[src/design/kprd_pkg.sv]
// ----------------------------------------------------------------------------
// kprd_pkg: shared types and constants for the keypad repeat block
// Item structs, controller states, command and status groups, button map.
// ----------------------------------------------------------------------------
`default_nettype none

package kprd_pkg;

	localparam int BTN_COUNT   = 20;
	localparam int INTERVAL_W  = 8;
	localparam int DELAY_W     = 16;
	localparam int CFG_INDEX_W = 4;
	localparam int CFG_DATA_W  = 16;

	localparam int BTN_DOWN  = 0;
	localparam int BTN_LEFT  = 1;
	localparam int BTN_RIGHT = 2;
	localparam int BTN_UP    = 3;
	localparam int BTN_A     = 4;
	localparam int BTN_B     = 5;
	localparam int BTN_C     = 6;
	localparam int BTN_X     = 7;
	localparam int BTN_Y     = 8;
	localparam int BTN_Z     = 9;
	localparam int BTN_L     = 10;
	localparam int BTN_R     = 11;
	localparam int BTN_SHIFT = 12;
	localparam int BTN_F5    = 15;

	localparam logic [CFG_INDEX_W-1:0] CFG_IDX_DELAY    = 4'd0;
	localparam logic [CFG_INDEX_W-1:0] CFG_IDX_INTERVAL = 4'd1;

	localparam logic [DELAY_W-1:0]    DELAY_RESET    = 16'd24;
	localparam logic [INTERVAL_W-1:0] INTERVAL_RESET = 8'd6;

	localparam logic [3:0] DIR_NONE       = 4'd0;
	localparam logic [3:0] DIR_DOWN_LEFT  = 4'd1;
	localparam logic [3:0] DIR_DOWN       = 4'd2;
	localparam logic [3:0] DIR_DOWN_RIGHT = 4'd3;
	localparam logic [3:0] DIR_LEFT       = 4'd4;
	localparam logic [3:0] DIR_CENTER     = 4'd5;
	localparam logic [3:0] DIR_RIGHT      = 4'd6;
	localparam logic [3:0] DIR_UP_LEFT    = 4'd7;
	localparam logic [3:0] DIR_UP         = 4'd8;
	localparam logic [3:0] DIR_UP_RIGHT   = 4'd9;
	localparam logic [3:0] VERT_STEP      = 4'd3;
	localparam logic [3:0] HORIZ_STEP     = 4'd1;

	typedef struct packed {
		logic [14:0] mapped_keys;
		logic [3:0]  arrow_keys;
		logic [2:0]  modifier_keys;
		logic [4:0]  function_keys;
	} kprd_in_t;

	typedef struct packed {
		logic [BTN_COUNT-1:0] held_mask;
		logic [BTN_COUNT-1:0] trigger_mask;
		logic [BTN_COUNT-1:0] repeat_mask;
		logic [3:0]           direction_eight;
		logic [3:0]           direction_four;
	} kprd_out_t;

	typedef enum logic [1:0] {
		ST_IDLE,
		ST_UPDATE,
		ST_MOD,
		ST_EMIT
	} kprd_state_t;

	typedef struct packed {
		logic capture;
		logic update;
		logic step;
		logic emit;
	} kprd_cmd_t;

	typedef struct packed {
		logic last_bit;
		logic out_free;
	} kprd_status_t;

	function automatic logic [BTN_COUNT-1:0] map_keys(input kprd_in_t k);
		logic [BTN_COUNT-1:0] h;
		h = '0;
		h[BTN_C] = k.mapped_keys[0] | k.mapped_keys[1] | k.mapped_keys[5];
		h[BTN_B] = k.mapped_keys[2] | k.mapped_keys[3] | k.mapped_keys[6];
		h[BTN_A] = k.mapped_keys[4];
		h[BTN_X] = k.mapped_keys[10];
		h[BTN_Y] = k.mapped_keys[11];
		h[BTN_Z] = k.mapped_keys[12];
		h[BTN_L] = k.mapped_keys[13];
		h[BTN_R] = k.mapped_keys[14];
		h[BTN_UP:BTN_DOWN] = k.arrow_keys;
		h[BTN_SHIFT+2:BTN_SHIFT] = k.modifier_keys;
		h[BTN_F5+4:BTN_F5] = k.function_keys;
		return h;
	endfunction

endpackage

`default_nettype wire

[src/design/kprd_ctrl.sv]
// ----------------------------------------------------------------------------
// kprd_ctrl: frame sequencer
// Accepts a frame, updates counters, walks remainder bits, emits the result.
// ----------------------------------------------------------------------------
`default_nettype none

module kprd_ctrl
	import kprd_pkg::*;
(
	input  wire logic   clk,
	input  wire logic   arst_n,
	input  wire logic   in_valid,
	output logic        in_stall,
	input  kprd_status_t status,
	output kprd_cmd_t    cmd
);

	kprd_state_t state_q, state_nxt;

	always_ff @(posedge clk or negedge arst_n) begin
		if (!arst_n) begin
			state_q <= ST_IDLE;
		end else begin
			state_q <= state_nxt;
		end
	end

	always_comb begin
		state_nxt = state_q;
		case (state_q)
			ST_IDLE: begin
				if (in_valid) state_nxt = ST_UPDATE;
			end
			ST_UPDATE: state_nxt = ST_MOD;
			ST_MOD: begin
				if (status.last_bit) state_nxt = ST_EMIT;
			end
			ST_EMIT: begin
				if (status.out_free) state_nxt = ST_IDLE;
			end
			default: state_nxt = ST_IDLE;
		endcase
	end

	always_comb begin
		cmd      = '0;
		in_stall = 1'b1;
		case (state_q)
			ST_IDLE: begin
				in_stall    = 1'b0;
				cmd.capture = in_valid;
			end
			ST_UPDATE: cmd.update = 1'b1;
			ST_MOD:    cmd.step   = 1'b1;
			ST_EMIT:   cmd.emit   = status.out_free;
			default:   cmd        = '0;
		endcase
	end

endmodule

`default_nettype wire

[src/design/kprd_dp.sv]
// ----------------------------------------------------------------------------
// kprd_dp: hold counters, bit-serial remainder lanes and result register
// One remainder lane per button computes count mod repeat_interval.
// ----------------------------------------------------------------------------
`default_nettype none

module kprd_dp
	import kprd_pkg::*;
#(
	parameter int NUM_BUTTONS = 20,
	parameter int COUNT_WIDTH = 16
) (
	input  wire logic                   clk,
	input  wire logic                   arst_n,
	input  kprd_in_t                    in_item,
	input  kprd_cmd_t                   cmd,
	output kprd_status_t                status,
	input  wire logic                   cfg_we,
	input  wire logic [CFG_INDEX_W-1:0] cfg_index,
	input  wire logic [CFG_DATA_W-1:0]  cfg_data,
	output logic                        out_valid,
	input  wire logic                   out_stall,
	output kprd_out_t                   out_item
);

	localparam int BIT_W = $clog2(COUNT_WIDTH);
	localparam int CMP_W = (COUNT_WIDTH > DELAY_W) ? COUNT_WIDTH : DELAY_W;

	logic [BTN_COUNT-1:0]   held_q;
	logic [NUM_BUTTONS-1:0] held_ext;
	logic [COUNT_WIDTH-1:0] count_q [NUM_BUTTONS];
	logic [INTERVAL_W-1:0]  rem_q   [NUM_BUTTONS];
	logic [INTERVAL_W-1:0]  rem_nxt [NUM_BUTTONS];
	logic [BIT_W-1:0]       bit_q;
	logic [DELAY_W-1:0]     delay_q;
	logic [INTERVAL_W-1:0]  interval_q;
	logic                   out_valid_q;
	kprd_out_t              out_q;
	logic [BTN_COUNT-1:0]   trig;
	logic [BTN_COUNT-1:0]   rep;
	logic [3:0]             d8;
	logic [3:0]             d4;

	assign held_ext = NUM_BUTTONS'(held_q);

	// config registers
	always_ff @(posedge clk or negedge arst_n) begin
		if (!arst_n) begin
			delay_q    <= DELAY_RESET;
			interval_q <= INTERVAL_RESET;
		end else if (cfg_we) begin
			case (cfg_index)
				CFG_IDX_DELAY:    delay_q    <= cfg_data;
				CFG_IDX_INTERVAL: interval_q <= cfg_data[INTERVAL_W-1:0];
				default: ;
			endcase
		end
	end

	always_ff @(posedge clk) begin
		if (cmd.capture) held_q <= map_keys(in_item);
	end

	// saturating hold counters
	always_ff @(posedge clk or negedge arst_n) begin
		if (!arst_n) begin
			for (int i = 0; i < NUM_BUTTONS; i++) count_q[i] <= '0;
		end else if (cmd.update) begin
			for (int i = 0; i < NUM_BUTTONS; i++) begin
				if (!held_ext[i]) begin
					count_q[i] <= '0;
				end else if (count_q[i] != '1) begin
					count_q[i] <= count_q[i] + COUNT_WIDTH'(1);
				end
			end
		end
	end

	// restoring remainder, msb first
	always_comb begin
		logic [INTERVAL_W:0] t;
		for (int i = 0; i < NUM_BUTTONS; i++) begin
			t = {rem_q[i], count_q[i][bit_q]};
			if (t >= {1'b0, interval_q}) t = t - {1'b0, interval_q};
			rem_nxt[i] = t[INTERVAL_W-1:0];
		end
	end

	always_ff @(posedge clk) begin
		if (cmd.update) begin
			for (int i = 0; i < NUM_BUTTONS; i++) rem_q[i] <= '0;
			bit_q <= BIT_W'(COUNT_WIDTH - 1);
		end else if (cmd.step) begin
			for (int i = 0; i < NUM_BUTTONS; i++) rem_q[i] <= rem_nxt[i];
			bit_q <= bit_q - BIT_W'(1);
		end
	end

	assign status.last_bit = (bit_q == '0);
	assign status.out_free = !out_valid_q || !out_stall;

	always_comb begin
		trig = '0;
		rep  = '0;
		for (int i = 0; i < BTN_COUNT; i++) begin
			trig[i] = (count_q[i] == COUNT_WIDTH'(1));
			rep[i]  = trig[i] ||
			          ((interval_q != '0) && (count_q[i] != '0) &&
			           (CMP_W'(count_q[i]) >= CMP_W'(delay_q)) && (rem_q[i] == '0));
		end
	end

	// eight-way and four-way direction
	always_comb begin
		d8 = DIR_CENTER;
		if (held_q[BTN_DOWN])  d8 = d8 - VERT_STEP;
		if (held_q[BTN_LEFT])  d8 = d8 - HORIZ_STEP;
		if (held_q[BTN_RIGHT]) d8 = d8 + HORIZ_STEP;
		if (held_q[BTN_UP])    d8 = d8 + VERT_STEP;
		if (d8 == DIR_CENTER)  d8 = DIR_NONE;
		case (d8)
			DIR_DOWN_LEFT:
				d4 = (count_q[BTN_DOWN] > count_q[BTN_LEFT]) ? DIR_DOWN : DIR_LEFT;
			DIR_DOWN_RIGHT:
				d4 = (count_q[BTN_DOWN] > count_q[BTN_RIGHT]) ? DIR_DOWN : DIR_RIGHT;
			DIR_UP_LEFT:
				d4 = (count_q[BTN_UP] > count_q[BTN_LEFT]) ? DIR_UP : DIR_LEFT;
			DIR_UP_RIGHT:
				d4 = (count_q[BTN_UP] > count_q[BTN_RIGHT]) ? DIR_UP : DIR_RIGHT;
			default: d4 = d8;
		endcase
	end

	// result register
	always_ff @(posedge clk or negedge arst_n) begin
		if (!arst_n) begin
			out_valid_q <= 1'b0;
		end else if (cmd.emit) begin
			out_valid_q <= 1'b1;
		end else if (!out_stall) begin
			out_valid_q <= 1'b0;
		end
	end

	always_ff @(posedge clk) begin
		if (cmd.emit) begin
			out_q.held_mask       <= held_q;
			out_q.trigger_mask    <= trig;
			out_q.repeat_mask     <= rep;
			out_q.direction_eight <= d8;
			out_q.direction_four  <= d4;
		end
	end

	assign out_valid = out_valid_q;
	assign out_item  = out_q;

endmodule

`default_nettype wire

[src/design/keypad_repeat_and_direction.sv]
// ----------------------------------------------------------------------------
// keypad_repeat_and_direction: keypad auto-repeat and direction controller
// Maps raw key bits to twenty buttons, tracks hold counts, emits masks.
// ----------------------------------------------------------------------------
// Each accepted item is one frame of key bits and yields one result item.
// A frame goes from acceptance to the result register in order: capture,
// an update of all hold counters, a shift of the counts one bit per cycle
// through the per-button remainder lanes that find count mod repeat_interval,
// and a load of the result once the output register is free. The next
// frame is taken as soon as the sequencer is back in idle, while a result
// may still wait in the output register. Counters clear at reset; no
// clearing pass. Configuration writes are always ready.
`default_nettype none

module keypad_repeat_and_direction
	import kprd_pkg::*;
#(
	parameter int NUM_BUTTONS = 20,
	parameter int COUNT_WIDTH = 16
) (
	input  wire logic                   clk,
	input  wire logic                   arst_n,
	input  wire logic                   in_valid,
	output logic                        in_stall,
	input  kprd_in_t                    in_item,
	output logic                        out_valid,
	input  wire logic                   out_stall,
	output kprd_out_t                   out_item,
	input  wire logic                   cfg_valid,
	output logic                        cfg_ready,
	input  wire logic [CFG_INDEX_W-1:0] cfg_index,
	input  wire logic [CFG_DATA_W-1:0]  cfg_data
);

	kprd_cmd_t    cmd;
	kprd_status_t status;

	assign cfg_ready = 1'b1;

	kprd_ctrl u_ctrl (
		.clk      (clk),
		.arst_n   (arst_n),
		.in_valid (in_valid),
		.in_stall (in_stall),
		.status   (status),
		.cmd      (cmd)
	);

	kprd_dp #(
		.NUM_BUTTONS (NUM_BUTTONS),
		.COUNT_WIDTH (COUNT_WIDTH)
	) u_dp (
		.clk       (clk),
		.arst_n    (arst_n),
		.in_item   (in_item),
		.cmd       (cmd),
		.status    (status),
		.cfg_we    (cfg_valid & cfg_ready),
		.cfg_index (cfg_index),
		.cfg_data  (cfg_data),
		.out_valid (out_valid),
		.out_stall (out_stall),
		.out_item  (out_item)
	);

endmodule

`default_nettype wire

[config.mk]
export PLATFORM = sky130hd
export DESIGN_NAME = keypad_repeat_and_direction
export DESIGN_NICKNAME = d
export VERILOG_FILES = /design/src/design/kprd_pkg.sv /design/src/design/kprd_ctrl.sv /design/src/design/kprd_dp.sv /design/src/design/keypad_repeat_and_direction.sv
export SDC_FILE = /design/constraint.sdc
export NUM_CORES = 2
export LEC_CHECK = 0
export BUFFER_PORTS_ARGS = -buffer_cell sky130_fd_sc_hd__buf_2
export CORE_MARGIN = 2
export CORE_UTILIZATION = 65
export DETAILED_ROUTE_END_ITERATION = 10
export MAX_ROUTING_LAYER = met4
export PLACE_DENSITY_LB_ADDON = 0.08
export SLEW_MARGIN = 20
export SYNTH_ARGS = -nofsm -noshare
export SYNTH_HDL_FRONTEND = slang
export SYNTH_HIERARCHICAL = 1
export SYNTH_SLANG_ARGS = --single-unit
export TNS_END_PERCENT = 100
[constraint.sdc]
create_clock -name clk -period 5.5 [get_ports clk]
set_input_delay 0.275 -clock clk [delete_from_list [all_inputs] [get_ports clk]]
set_output_delay 0.275 -clock clk [all_outputs]
set_load 0.1 [all_outputs]
==> impl_metrics.yaml <==
placement:
  port_buffers: 118
  place_congestion: 0.938
  placed_cell_area_mm2: 0.0486
  placed_cells: 5940
  dp_hpwl_um: 89200
die:
  io_pins: 123
  core_region_area_mm2: 0.0712
  die_h_um: 272
  die-area_mm2: 0.0739
  initial_core_util_pct: 65.5
  die_w_um: 272
  fp-row-count: 98
synth:
  synth_nets: 5601
  synth_common_cells: "614 x ha_1, 501 x nor2_1, 343 x dfrtp_1"
  synth_top_flop_cell: "dfrtp_1"
  synthTopCellsByArea: "dfrtp_1 18%, ha_1 16%, edfxtp_1 16%"
  ys_ff_latch: 599
  synth_cell_type_count: 84
  synth_top_area_share_pct: 18.4
  ys_warn_count: 6
  syn_area_per_cell_um2: 9.49
  ys_seq_area_share_pct: 34.8
  yosysTopAreaCell: "dfrtp_1"
  synthArstFlopShare_pct: 57.9
  yosysMostFrequentCell: "ha_1"
  syn_area_mm2: 0.0466
  synth_edf_count: 248
  synth_cells: 4915
power_and_ir_drop:
  seqPwrFrac_pct: 28.8
  leakage_uw: 0.0231
  power_frac_comb_pct: 52.9
  p_sw_share_pct: 45.6
  powerDensity_mw_per_mm2: 510
  total_power_uw: 26200
  cell_internal_pwr_uw: 14300
  ir_drop_mv: 0.458
  p_sw_uw: 11900
  pwr-share-clk_pct: 18.3
timing:
  fin_crit_ns: 4.35
  max_freq_mhz: 230
  tightest_slew_ns: 1.08
  fin_setup_tns_ns: 0
  final_hold_viol_count: 0
  slew_headroom_pct: 28.0
  slew_viol_final: 0
  finalSetupViolations: 0
  fin_worst_skew_ns: 0.0194
  post-route-period-util_pct: 79.2
  rsz0062_at_grt: "no"
routing:
  drc: 0
  wl_per_cell_um: 21.3
  wl_um: 130000
  firstDrtPassIters: 6
  vias: 39600
  drt_iter0_drc: 3322
  ant_nets: 0
  vias_per_cell: 6.49
critical_path:
  crit_arrival_ns: 4.70
  crit_start: "u_dp/bit_q[0]"
  worstSetupEndpointType: "register"
  cp-start-kind: "register"
  r2r_start: "u_dp/bit_q[0]"
  crit_type: "register to register"
  critPathMaxFanout: 35
  r2r_setup_slack_ns: 1.15
  worst_ep_required_time_ns: 5.85
clock_network:
  cts-resized-gates: 0
  clock-root-buffer: "clkbuf_16"
  cts_buffer_depth: 3
  clk_pin_slew_ns: 0.06
  ctsHtreeMaxLevel: 3
  hold_buffers: 39
  clkSinkCount: 599
  clock_latency_ns: 0.62
  cts_setup_buffers: 0
  cts_tree: "yes"
  numCtsBuffers: 70
final_layout:
  multi_input_area_mm2: 0.0291
  stdcell_count: 6110
  regArea_mm2: 0.0162
  fillers: 5396
  final_area_mm2: 0.0514
  nNetsFinal: 5788
  synthToLayoutAreaGrowth_pct: 10.1
  drive_gt1_share_pct: 9.07
hold_path:
  min_path_type: "input pin to register"
  hold_start: "out_stall"
outcome:
  outcome: "finished, final reports clean"
grt:
  antenna_found_initial: 2
  grt_use_total_pct: 36.1
  grt_pass1_wl_um: 206000
  grt_overflow_total: 0
  grt_max_degree: 147
  grt_pass1_vias: 38200
job:
  cap_viol_max_count: 0
==> routing by layer <==
layer | vias to the layer above | share of wire (%) | routed length [um] | track usage [%]
met5 | - | 0 | 0 | -
li1 | 18600 | - | - | -
met4 | 0 | 4.9 | 6390 | 16.6
met2 | 1534 | 46 | 59900 | 56.7
met3 | 380 | 7.4 | 9590 | 4.87
met1 | 19100 | 42 | 54100 | 46.6
==> registers in the layout (all words and copies together) (netlist names) <==
name,flops
u_ctrl/state_q,2
u_dp/bit_q,4
u_dp/count_q,320
u_dp/delay_q,16
u_dp/held_ext,20
u_dp/interval_q,8
u_dp/out_item,68
u_dp/out_valid,1
u_dp/rem_q,160
==> critical path, stage by stage, from the launching register on <==
cell and delay, ns:
dfxtp_4 0.86, buf_12 0.29, mux4_2 0.51, mux2_2 0.28, o21ai_0 0.33, ha_1 0.34, o21ai_0 0.17, nand3_1 0.09
a21oi_1 0.81, nor3_1 0.14, a21oi_1 0.15, nor2_1 0.05
==> per-stage QoR <==
step | hold WS, ns | setup WS, ns | util (%)
finish | 0.0475 | 1.15 | 72.1
global route | 0.0784 | 0.789 | 72.1
CTS | 0.0534 | 1.17 | 72.1
detailed placement | 0.369 | 1.18 | 68.2
global placement | 0.373 | 1.19 | 68.2
floorplan | -0.0206 | 1.27 | -
==> logic make-up (layout without fill, tap and decap cells) <==
| logic type | Yosys count | count (layout) | share of synthesized area [%] |
|---|---|---|---|
| adders and majority gates | 634 | 634 | 17.3 |
| AOI/OAI and AO/OA | 1062 | 1062 | 14.2 |
| DFF | 599 | 599 | 34.8 |
| and+or+nand+nor | 1825 | 1825 | 19.8 |
| xor gates and xnor gates | 258 | 258 | 4.85 |
| buffers and inverters | 355 | 598 | 2.95 |
| muxes | 181 | 181 | 6.12 |
| other | 1 | 3 | 0.00804 |
==> final timing paths <==
path,cells past startpoint,end
setup / recovery,11,u_dp/rem_q[0][2]
max in group asynchronous,3,u_dp/count_q[157]
min in group asynchronous,2,u_dp/count_q[65]
setup reg to reg,11,u_dp/rem_q[0][2]
hold reg to reg,1,u_ctrl/state_q[1]
hold / removal,3,u_dp/out_valid
==> power groups by stage <==
stage | combinational (uW) | clock, uW | sequential [uW]
2_1_floorplan | 9300 | 0 | 8370
3_3_place_gp | 13200 | 0 | 7560
3_5_place_dp | 13600 | 0 | 7570
4_1_cts | 13700 | 4850 | 7510
5_1_grt | 15300 | 5000 | 7680
6_report | 13900 | 4790 | 7540
==> placed cells by master, fill, tap and decap left out, types with 123 or more instances in the layout <==
cell type,instances
dfrtp_1,342
nand4_1,123
a21oi_1,284
nor2b_1,167
nand3_1,180
inv_1,232
nand2_1,342
o21ai_0,342
edfxtp_1,248
ha_1,613
nor2_1,500
xor2_1,138
==> layout make-up <==
type                    instances  area share [%]
diodes                          2         0.00974
repair buffers                231            3.18
inverters                     239            1.75
multi-input cells            3961            56.6
well taps                     950            2.31
flip-flops and latches        599            31.6
clock inverters                31           0.687
clock buffers                  97            3.85
(Power assumes the default switching activity.)
